$ cat src/sv/rlmp_pkg.sv
`timescale 1ns / 1ps
// Shared types and codes for the route list message parser.
// No dependencies; imported by every other file of the block.
package rlmp_pkg;

  // Record type bytes.
  localparam logic [7:0] TYPE_V4 = 8'h01;
  localparam logic [7:0] TYPE_V6 = 8'h02;

  // Address bytes per record type.
  localparam logic [4:0] V4_BYTES      = 5'd4;
  localparam logic [4:0] V6_BYTES      = 5'd16;
  localparam logic [4:0] VERSION_BYTES = 5'd4;

  // Result kinds.
  localparam logic [1:0] KIND_VERSION = 2'd0;
  localparam logic [1:0] KIND_ROUTE   = 2'd1;
  localparam logic [1:0] KIND_END     = 2'd2;

  // Address families.
  localparam logic FAM_V4 = 1'b0;
  localparam logic FAM_V6 = 1'b1;

  // End status codes.
  localparam logic [2:0] ST_OK      = 3'd0;
  localparam logic [2:0] ST_UNKNOWN = 3'd1;
  localparam logic [2:0] ST_TRUNC   = 3'd2;
  localparam logic [2:0] ST_TRAIL   = 3'd3;
  localparam logic [2:0] ST_SHORT   = 3'd4;

  typedef struct packed {
    logic [7:0] data_byte;
    logic       end_of_message;
  } rlmp_in_t;

  typedef struct packed {
    logic [1:0]  record_kind;
    logic        address_family;
    logic [7:0]  prefix_bits;
    logic [63:0] address_upper;
    logic [63:0] address_lower;
    logic [2:0]  status;
    logic        is_last;
  } rlmp_out_t;

  // Results raised by one byte: at most two, the second always the end status.
  typedef struct packed {
    logic [1:0] cnt;
    rlmp_out_t  res0;
    rlmp_out_t  res1;
  } rlmp_emit_t;

endpackage

$ cat src/sv/rlmp_parse.sv
`timescale 1ns / 1ps
// Message state and per-byte decode for the route list message parser.
// Depends on rlmp_pkg.
module rlmp_parse (
  input  logic              clk,
  input  logic              rst_n,
  input  logic              step,
  input  rlmp_pkg::rlmp_in_t  item,
  output rlmp_pkg::rlmp_emit_t emit
);
  import rlmp_pkg::*;

  typedef enum logic [3:0] {
    PH_VERSION = 4'b0001,
    PH_TYPE    = 4'b0010,
    PH_PREFIX  = 4'b0100,
    PH_ADDR    = 4'b1000
  } phase_t;

  phase_t      phase_r, phase_nxt;
  logic [4:0]  cnt_r, cnt_nxt;
  logic [7:0]  type_r, type_nxt;
  logic [7:0]  prefix_r, prefix_nxt;
  logic [63:0] sh_hi_r, sh_hi_nxt;
  logic [63:0] sh_lo_r, sh_lo_nxt;
  logic        disc_r, disc_nxt;

  logic [63:0] shifted_hi, shifted_lo;
  logic [4:0]  cnt_inc, need;
  logic        known_type;
  logic        emit_main, emit_end;
  logic [2:0]  end_status;
  rlmp_out_t   main_res, end_res;

  assign shifted_lo = {sh_lo_r[55:0], item.data_byte};
  assign shifted_hi = {sh_hi_r[55:0], sh_lo_r[63:56]};
  assign cnt_inc    = cnt_r + 5'd1;
  assign known_type = (type_r == TYPE_V4) || (type_r == TYPE_V6);
  assign need       = (type_r == TYPE_V4) ? V4_BYTES : V6_BYTES;

  always_comb begin
    phase_nxt  = phase_r;
    cnt_nxt    = cnt_r;
    type_nxt   = type_r;
    prefix_nxt = prefix_r;
    sh_hi_nxt  = sh_hi_r;
    sh_lo_nxt  = sh_lo_r;
    disc_nxt   = disc_r;
    emit_main  = 1'b0;
    emit_end   = 1'b0;
    end_status = ST_OK;
    main_res   = '0;

    if (disc_r) begin
      // skip to the end mark
      emit_end   = item.end_of_message;
      end_status = ST_UNKNOWN;
    end else begin
      unique case (phase_r)
        PH_VERSION: begin
          sh_hi_nxt = shifted_hi;
          sh_lo_nxt = shifted_lo;
          cnt_nxt   = cnt_inc;
          if (cnt_inc >= VERSION_BYTES) begin
            emit_main                 = 1'b1;
            main_res.record_kind      = KIND_VERSION;
            main_res.address_lower    = {32'd0, shifted_lo[31:0]};
            phase_nxt                 = PH_TYPE;
            cnt_nxt                   = '0;
            emit_end                  = item.end_of_message;
            end_status                = ST_OK;
          end else begin
            emit_end   = item.end_of_message;
            end_status = ST_SHORT;
          end
        end
        PH_TYPE: begin
          type_nxt   = item.data_byte;
          phase_nxt  = PH_PREFIX;
          emit_end   = item.end_of_message;
          end_status = ST_TRAIL;
        end
        PH_PREFIX: begin
          prefix_nxt = item.data_byte;
          phase_nxt  = PH_ADDR;
          cnt_nxt    = '0;
          sh_hi_nxt  = '0;
          sh_lo_nxt  = '0;
          emit_end   = item.end_of_message;
          end_status = ST_TRAIL;
        end
        PH_ADDR: begin
          if (!known_type) begin
            emit_end   = item.end_of_message;
            end_status = ST_UNKNOWN;
            disc_nxt   = !item.end_of_message;
          end else begin
            sh_hi_nxt = shifted_hi;
            sh_lo_nxt = shifted_lo;
            cnt_nxt   = cnt_inc;
            if (cnt_inc >= need) begin
              emit_main            = 1'b1;
              main_res.record_kind = KIND_ROUTE;
              main_res.prefix_bits = prefix_r;
              if (type_r == TYPE_V4) begin
                main_res.address_family = FAM_V4;
                main_res.address_lower  = {32'd0, shifted_lo[31:0]};
              end else begin
                main_res.address_family = FAM_V6;
                main_res.address_upper  = shifted_hi;
                main_res.address_lower  = shifted_lo;
              end
              phase_nxt  = PH_TYPE;
              cnt_nxt    = '0;
              emit_end   = item.end_of_message;
              end_status = ST_OK;
            end else begin
              emit_end   = item.end_of_message;
              end_status = ST_TRUNC;
            end
          end
        end
        default: begin
          phase_nxt = PH_VERSION;
          cnt_nxt   = '0;
          type_nxt  = '0;
          prefix_nxt = '0;
          sh_hi_nxt = '0;
          sh_lo_nxt = '0;
          disc_nxt  = 1'b0;
        end
      endcase
    end

    // every end mark returns the message state to reset
    if (emit_end) begin
      phase_nxt  = PH_VERSION;
      cnt_nxt    = '0;
      type_nxt   = '0;
      prefix_nxt = '0;
      sh_hi_nxt  = '0;
      sh_lo_nxt  = '0;
      disc_nxt   = 1'b0;
    end
  end

  always_comb begin
    end_res             = '0;
    end_res.record_kind = KIND_END;
    end_res.status      = end_status;
    end_res.is_last     = 1'b1;
    emit.cnt  = {1'b0, emit_main} + {1'b0, emit_end};
    emit.res0 = emit_main ? main_res : end_res;
    emit.res1 = end_res;
  end

  always_ff @(posedge clk) begin
    if (!rst_n) begin
      phase_r  <= PH_VERSION;
      cnt_r    <= '0;
      type_r   <= '0;
      prefix_r <= '0;
      sh_hi_r  <= '0;
      sh_lo_r  <= '0;
      disc_r   <= 1'b0;
    end else if (step) begin
      phase_r  <= phase_nxt;
      cnt_r    <= cnt_nxt;
      type_r   <= type_nxt;
      prefix_r <= prefix_nxt;
      sh_hi_r  <= sh_hi_nxt;
      sh_lo_r  <= sh_lo_nxt;
      disc_r   <= disc_nxt;
    end
  end

endmodule

$ cat src/sv/rlmp_outq.sv
`timescale 1ns / 1ps
// Two-entry result queue that drives the output channel.
// Depends on rlmp_pkg.
module rlmp_outq (
  input  logic                 clk,
  input  logic                 rst_n,
  input  logic                 push,
  input  rlmp_pkg::rlmp_emit_t emit,
  output logic [1:0]           room,
  output logic                 out_valid,
  input  logic                 out_stall,
  output rlmp_pkg::rlmp_out_t  out_data
);
  import rlmp_pkg::*;

  logic [1:0] count_r, count_nxt;
  rlmp_out_t  q0_r, q0_nxt;
  rlmp_out_t  q1_r, q1_nxt;
  logic       pop;
  logic [1:0] left, add;
  rlmp_out_t  rem0;

  assign out_valid = (count_r != 2'd0);
  assign out_data  = q0_r;
  assign pop       = out_valid && !out_stall;
  assign left      = count_r - {1'b0, pop};
  assign room      = 2'd2 - left;
  assign add       = push ? emit.cnt : 2'd0;
  assign rem0      = pop ? q1_r : q0_r;

  always_comb begin
    q0_nxt    = q0_r;
    q1_nxt    = q1_r;
    count_nxt = left + add;
    unique case (left)
      2'd0: begin
        if (add != 2'd0) q0_nxt = emit.res0;
        if (add == 2'd2) q1_nxt = emit.res1;
      end
      2'd1: begin
        q0_nxt = rem0;
        if (add != 2'd0) q1_nxt = emit.res0;
      end
      default: begin
        q0_nxt = q0_r;
        q1_nxt = q1_r;
      end
    endcase
  end

  always_ff @(posedge clk) begin
    if (!rst_n) begin
      count_r <= '0;
    end else begin
      count_r <= count_nxt;
    end
  end

  always_ff @(posedge clk) begin
    q0_r <= q0_nxt;
    q1_r <= q1_nxt;
  end

endmodule

$ cat src/sv/route_list_message_parser_top.sv
`timescale 1ns / 1ps
// Top level of the route list message parser: input register, parser, result queue.
// Depends on rlmp_pkg, rlmp_parse and rlmp_outq.

// Takes a route list message one payload byte per item, end_of_message set on
// the last byte, and gives one result item for the big-endian version word
// once its four bytes are in, one per complete IPv4 or IPv6 route record, and
// one end status item (is_last set) on the end mark. An unknown type byte drops
// the rest of the message after its prefix byte; the end status then reads
// unknown type, or trailing bytes if the end mark is on the type or prefix byte.
// Rate: one byte per cycle while the output does not stall. An accepted byte is
// held in the input register, decoded there, and its results are written into a
// two-entry queue whose head is offered. The end mark may raise two results at
// once; the queue holds both and drains one per cycle while unstalled, and the
// input side stalls only while the queue lacks room for the byte being decoded.
module route_list_message_parser_top (
  input  logic                clk,
  input  logic                rst_n,
  input  logic                in_valid,
  output logic                in_stall,
  input  rlmp_pkg::rlmp_in_t  in_data,
  output logic                out_valid,
  input  logic                out_stall,
  output rlmp_pkg::rlmp_out_t out_data
);
  import rlmp_pkg::*;

  logic       s1_valid_r;
  rlmp_in_t   s1_data_r;
  rlmp_emit_t emit;
  logic [1:0] room;
  logic       adv;

  // Decode the held byte only when the queue has room for all it raises.
  assign adv      = s1_valid_r && (emit.cnt <= room);
  // Hold the input register while its byte cannot advance.
  assign in_stall = s1_valid_r && !adv;

  always_ff @(posedge clk) begin
    if (!rst_n) begin
      s1_valid_r <= 1'b0;
    end else if (!in_stall) begin
      s1_valid_r <= in_valid;
    end
  end

  always_ff @(posedge clk) begin
    if (!in_stall && in_valid) begin
      s1_data_r <= in_data;
    end
  end

  rlmp_parse u_parse (
    .clk   (clk),
    .rst_n (rst_n),
    .step  (adv),
    .item  (s1_data_r),
    .emit  (emit)
  );

  rlmp_outq u_outq (
    .clk       (clk),
    .rst_n     (rst_n),
    .push      (adv),
    .emit      (emit),
    .room      (room),
    .out_valid (out_valid),
    .out_stall (out_stall),
    .out_data  (out_data)
  );

`ifndef SYNTHESIS
  // Only the end status closes a message.
  a_last_is_end: assert property (@(posedge clk) disable iff (!rst_n)
    out_valid && out_data.is_last |-> out_data.record_kind == KIND_END)
    else $error("is_last on a result that is not an end status");

  // Two results from one byte: a data result first, then the end status.
  a_pair_order: assert property (@(posedge clk) disable iff (!rst_n)
    adv && emit.cnt == 2'd2 |-> emit.res1.is_last && !emit.res0.is_last)
    else $error("result pair out of order");

  // An empty queue offers its full room.
  a_empty_room: assert property (@(posedge clk) disable iff (!rst_n)
    !out_valid |-> room == 2'd2)
    else $error("empty queue reports lost room");

  // A byte decoded with the end mark always raises the end status.
  a_end_emits: assert property (@(posedge clk) disable iff (!rst_n)
    adv && s1_data_r.end_of_message |-> emit.cnt != 2'd0)
    else $error("end mark raised no status");
`endif

endmodule

$ cat config.mk
export PLATFORM = sky130hd
export DESIGN_NAME = route_list_message_parser_top
export DESIGN_NICKNAME = d
export VERILOG_FILES = /design/src/sv/rlmp_pkg.sv /design/src/sv/rlmp_parse.sv /design/src/sv/rlmp_outq.sv /design/src/sv/route_list_message_parser_top.sv
export SDC_FILE = /design/constraint.sdc
export NUM_CORES = 1
export LEC_CHECK = 0
export BUFFER_PORTS_ARGS = -buffer_cell sky130_fd_sc_hd__buf_2
export CORE_UTILIZATION = 60
export CTS_BUF_LIST = sky130_fd_sc_hd__clkbuf_4 sky130_fd_sc_hd__clkbuf_8
export DETAILED_ROUTE_END_ITERATION = 8
export PLACE_DENSITY = 0.79
export SYNTH_ARGS = -nofsm -noshare
export SYNTH_HDL_FRONTEND = slang
export SYNTH_HIERARCHICAL = 1
export SYNTH_SLANG_ARGS = --single-unit
$ cat constraint.sdc
create_clock -name clk -period 40.4 [get_ports clk]
set_input_delay 8.08 -clock clk [delete_from_list [all_inputs] [get_ports clk]]
set_output_delay 8.08 -clock clk [all_outputs]
set_load 0.01 [all_outputs]
==> flow_summary.yaml <==
clocking:
  cts_resized: 0
  clock-root-buffer: "clkbuf_8"
  clock_tree.buffer_depth: 3
  cts_tree: "done"
  h-tree-depth: 3
  clk_pin_slew_ns: 0.06
  cts_buffers: 73
  clk_latency_ns: 0.60
  clock-sinks: 444
  cts_hold_buf: 0
  cts_setup_buffers: 0
finish:
  drive_above_1_share_pct: 32.33
  utilization_pct: 66.41
  fin_nets: 1826
  fill_cells: 2519
  num_antenna_cells: 0
  instances_no_fill: 2320
  syn_to_final_growth_pct: 8.176
critical_path:
  crit_path_start: "out_stall"
  crit_slowest_cell: "ha_1"
  critical_path_arrival_ns: 9.89
  end_kind: "primary output"
  cpMostUsedCell: "ha_1"
  cp_max_fo: 4
  cp_data_required_time_ns: 32.32
  startpoint_type: "input pin"
  r2r-start: "u_parse/type_r[6]"
  slowest_delay_ns: 0.29
  worstPathCellList: "buf_2 > nor2b_1 > ha_1 > xnor2_2 > ha_1 > inv_1 > inv_1 > ha_1 > nor2b_4 > o211a_4 > buf_2"
  worstSetupPathType: "input pin to primary output"
synth:
  synth_top_area_share_pct: 41.46
  synth.ff_latch_count: 444
  yosysTopAreaCell: "edfxtp_1"
  syn_area_mm2: 0.02136
  synthCells: 1671
  yosys_warnings: 6
  synth-edff-count: 295
  synthArstFlopShare_pct: 0
  ys_seq_area_share_pct: 55.43
  synthTopCellsByArea: "edfxtp_1, mux2_4, dfxtp_1, buf_4, mux2_2"
  synth_ff_type: "edfxtp_1"
  ys_types: 60
  syn_area_per_cell_um2: 12.79
routing:
  route.top_layer_used: "met4"
  drt_iter0_drc: 1249
  met2_length_um: 19340
  drtAntennaViolNets: 0
  drtPass1Iterations: 6
  routed_wirelength_um: 39410
  drc_errors: 0
  wl_per_cell_um: 16.99
  dr_total_vias: 12330
  vias_per_cell: 5.315
  wl_met3_um: 2120
  wl_met1_um: 17220
status:
  outcome: "completed"
floorplanning:
  fp.dieW_um: 190.7
  dieArea_mm2: 0.03637
  rows: 68
  die_y_um: 190.7
  coreArea_mm2: 0.03480
  io_pins: 158
  start_util_pct: 61.39
sta:
  finalCriticalPeriod_ns: 17.97
  finalHoldViolCount: 0
  finalSetupTns_ns: 0
  rsz0062_at_grt: "false"
  setup_viol: 0
  whs_ns: 0.4498
  tightestPinTransition_ns: 1.173
  fmax_mhz: 55.64
  slew_headroom_pct: 21.79
  setup_slack_ns: 22.43
  clock_skew_ns: 0.02464
  final_max_slew_viol_count: 0
  post-route-period-util_pct: 44.48
power_and_ir_drop:
  ir_worst_vdd_v: 0.0003146
  powerDensity_mw_per_mm2: 86.24
  p_comb_share_pct: 42.5
  p_leak_nw: 8.795
  p_int_mw: 1.301
  p_sw_mw: 0.6918
  sw_frac_of_total_pct: 34.71
  p_seq_share_pct: 38.0
  p_clk_share_pct: 19.5
global_route:
  grt_pass1_wl_um: 63430
  grt_pass1_vias: 12260
  gr-total-overflow: 0
  grtUsageTotal_pct: 21.97
  antenna_found_initial: 0
  grt_max_degree: 144
worst_hold_path:
  hold_path.class: "flop to flop"
  hp-start: "u_parse/sh_hi_r[53]"
placement:
  dp_cells: 2184
  io_buffer_count: 157
  dp_slack_ns: 22.45
  dp_hpwl_um: 23680
  gp_congestion: 0.7797
job:
  maxCapViolations: 0
path summary, 6_finish.rpt:
| check | cells after the start | end | slack, ns |
|---|---|---|---|
| max | 11 | in_stall | 22.43 |
| min | 2 | u_parse/sh_hi_r[53] | 0.45 |
| max reg2reg | 20 | u_outq/out_data[104] | 33.81 |
| min reg2reg | 2 | u_parse/sh_hi_r[53] | 0.45 |
synthesized netlist by cell type (3+ instances only):
library cell / instances
inv_1: 10
mux2_4: 219
xor2_1: 5
edfxtp_1: 295
nor3_1: 5
and2_1: 106
clkbuf_1: 32
ha_1: 9
nand2b_1: 3
clkbuf_2: 5
buf_4: 149
nor2_1: 17
nand3_1: 146
o21ai_0: 10
buf_6: 27
mux2_2: 67
and3_1: 4
nor2b_1: 37
a21oi_1: 142
nand2_1: 143
xnor2_1: 3
dfxtp_1: 149
a21oi_2: 3
buf_2: 36
metal layers:
| metal | track usage, % | vias up |
|---|---|---|
| met5 | 0 | - |
| met4 | 7.415 | 0 |
| met3 | 4.545 | 64 |
| met2 | 36.13 | 320 |
| met1 | 28.91 | 6011 |
| li1 | - | 5935 |
power groups by stage:
stage / Combinational [mW] / Clock [mW] / Sequential, mW
floorplan: 0.655 / 0 / 0.894
global placement: 0.826 / 0 / 0.763
detailed placement: 0.850 / 0 / 0.766
CTS: 0.856 / 0.400 / 0.759
global route: 0.912 / 0.421 / 0.768
finish: 0.847 / 0.389 / 0.757
sequential cells by signal, summed over array words and instances (netlist names):
| register | cells |
|---|---|
| u_outq/q1_r | 143 |
| u_parse/sh_lo_r | 64 |
| u_parse/sh_hi_r | 56 |
| u_parse/type_r | 8 |
| u_parse/prefix_r | 8 |
| u_outq/out_data | 143 |
| u_outq/count_r | 2 |
| s1_valid_r | 1 |
| u_parse/cnt_r | 5 |
| s1_data_r | 9 |
| u_parse/disc_r | 1 |
| u_parse/phase_r | 4 |
worst max-delay path: cells and delay by family:
family	cells	cell delay [ns]
adders and majority gates	3	0.80
buffers and inverters	4	0.33
and+or+nand+nor	2	0.31
AOI/OAI and AO/OA	1	0.23
xor gates and xnor gates	1	0.16
kinds of logic after synthesis:
kind of cell    count (synthesis)  synth area share [%]
simple gates                  479                 11.53
flops                         444                 55.43
mux                           286                 18.92
buf+inv                       263                 8.428
compound gates                179                 4.732
fa+ha+maj                       9                0.5271
xor+xnor                        9                0.4041
other cells                     2               0.03515
final cells by class:
class                           instances  area [um^2]  share of cell area (%)
Sequential cell                       444        11840                   51.24
Multi-Input combinational cell       1102         8283                   35.84
Clock buffer                          109         1300                   5.625
Timing Repair Buffer                  171        903.4                   3.909
Tap cell                              455        569.3                   2.463
Clock inverter                         27        166.4                  0.7200
Inverter                               12        47.55                  0.2057
cell usage in the layout (no fill, tap or decap), types with 67 or more instances in the layout:
cell        n
edfxtp_1  295
mux2_4    219
buf_2     157
dfxtp_1   149
nand3_1   146
nand2_1   143
a21oi_1   142
conb_1    140
and2_1    105
clkbuf_8   77
mux2_2     67
through the flow:
step | instance area [um^2] | power, mW
2_1_floorplan | 21880 | 1.549
3_3_place_gp | 21640 | 1.588
3_5_place_dp | 21640 | 1.616
4_1_cts | 23110 | 2.015
5_1_grt | 23110 | 2.101
6_report | 23110 | 1.993
(Power assumes the default switching activity.)
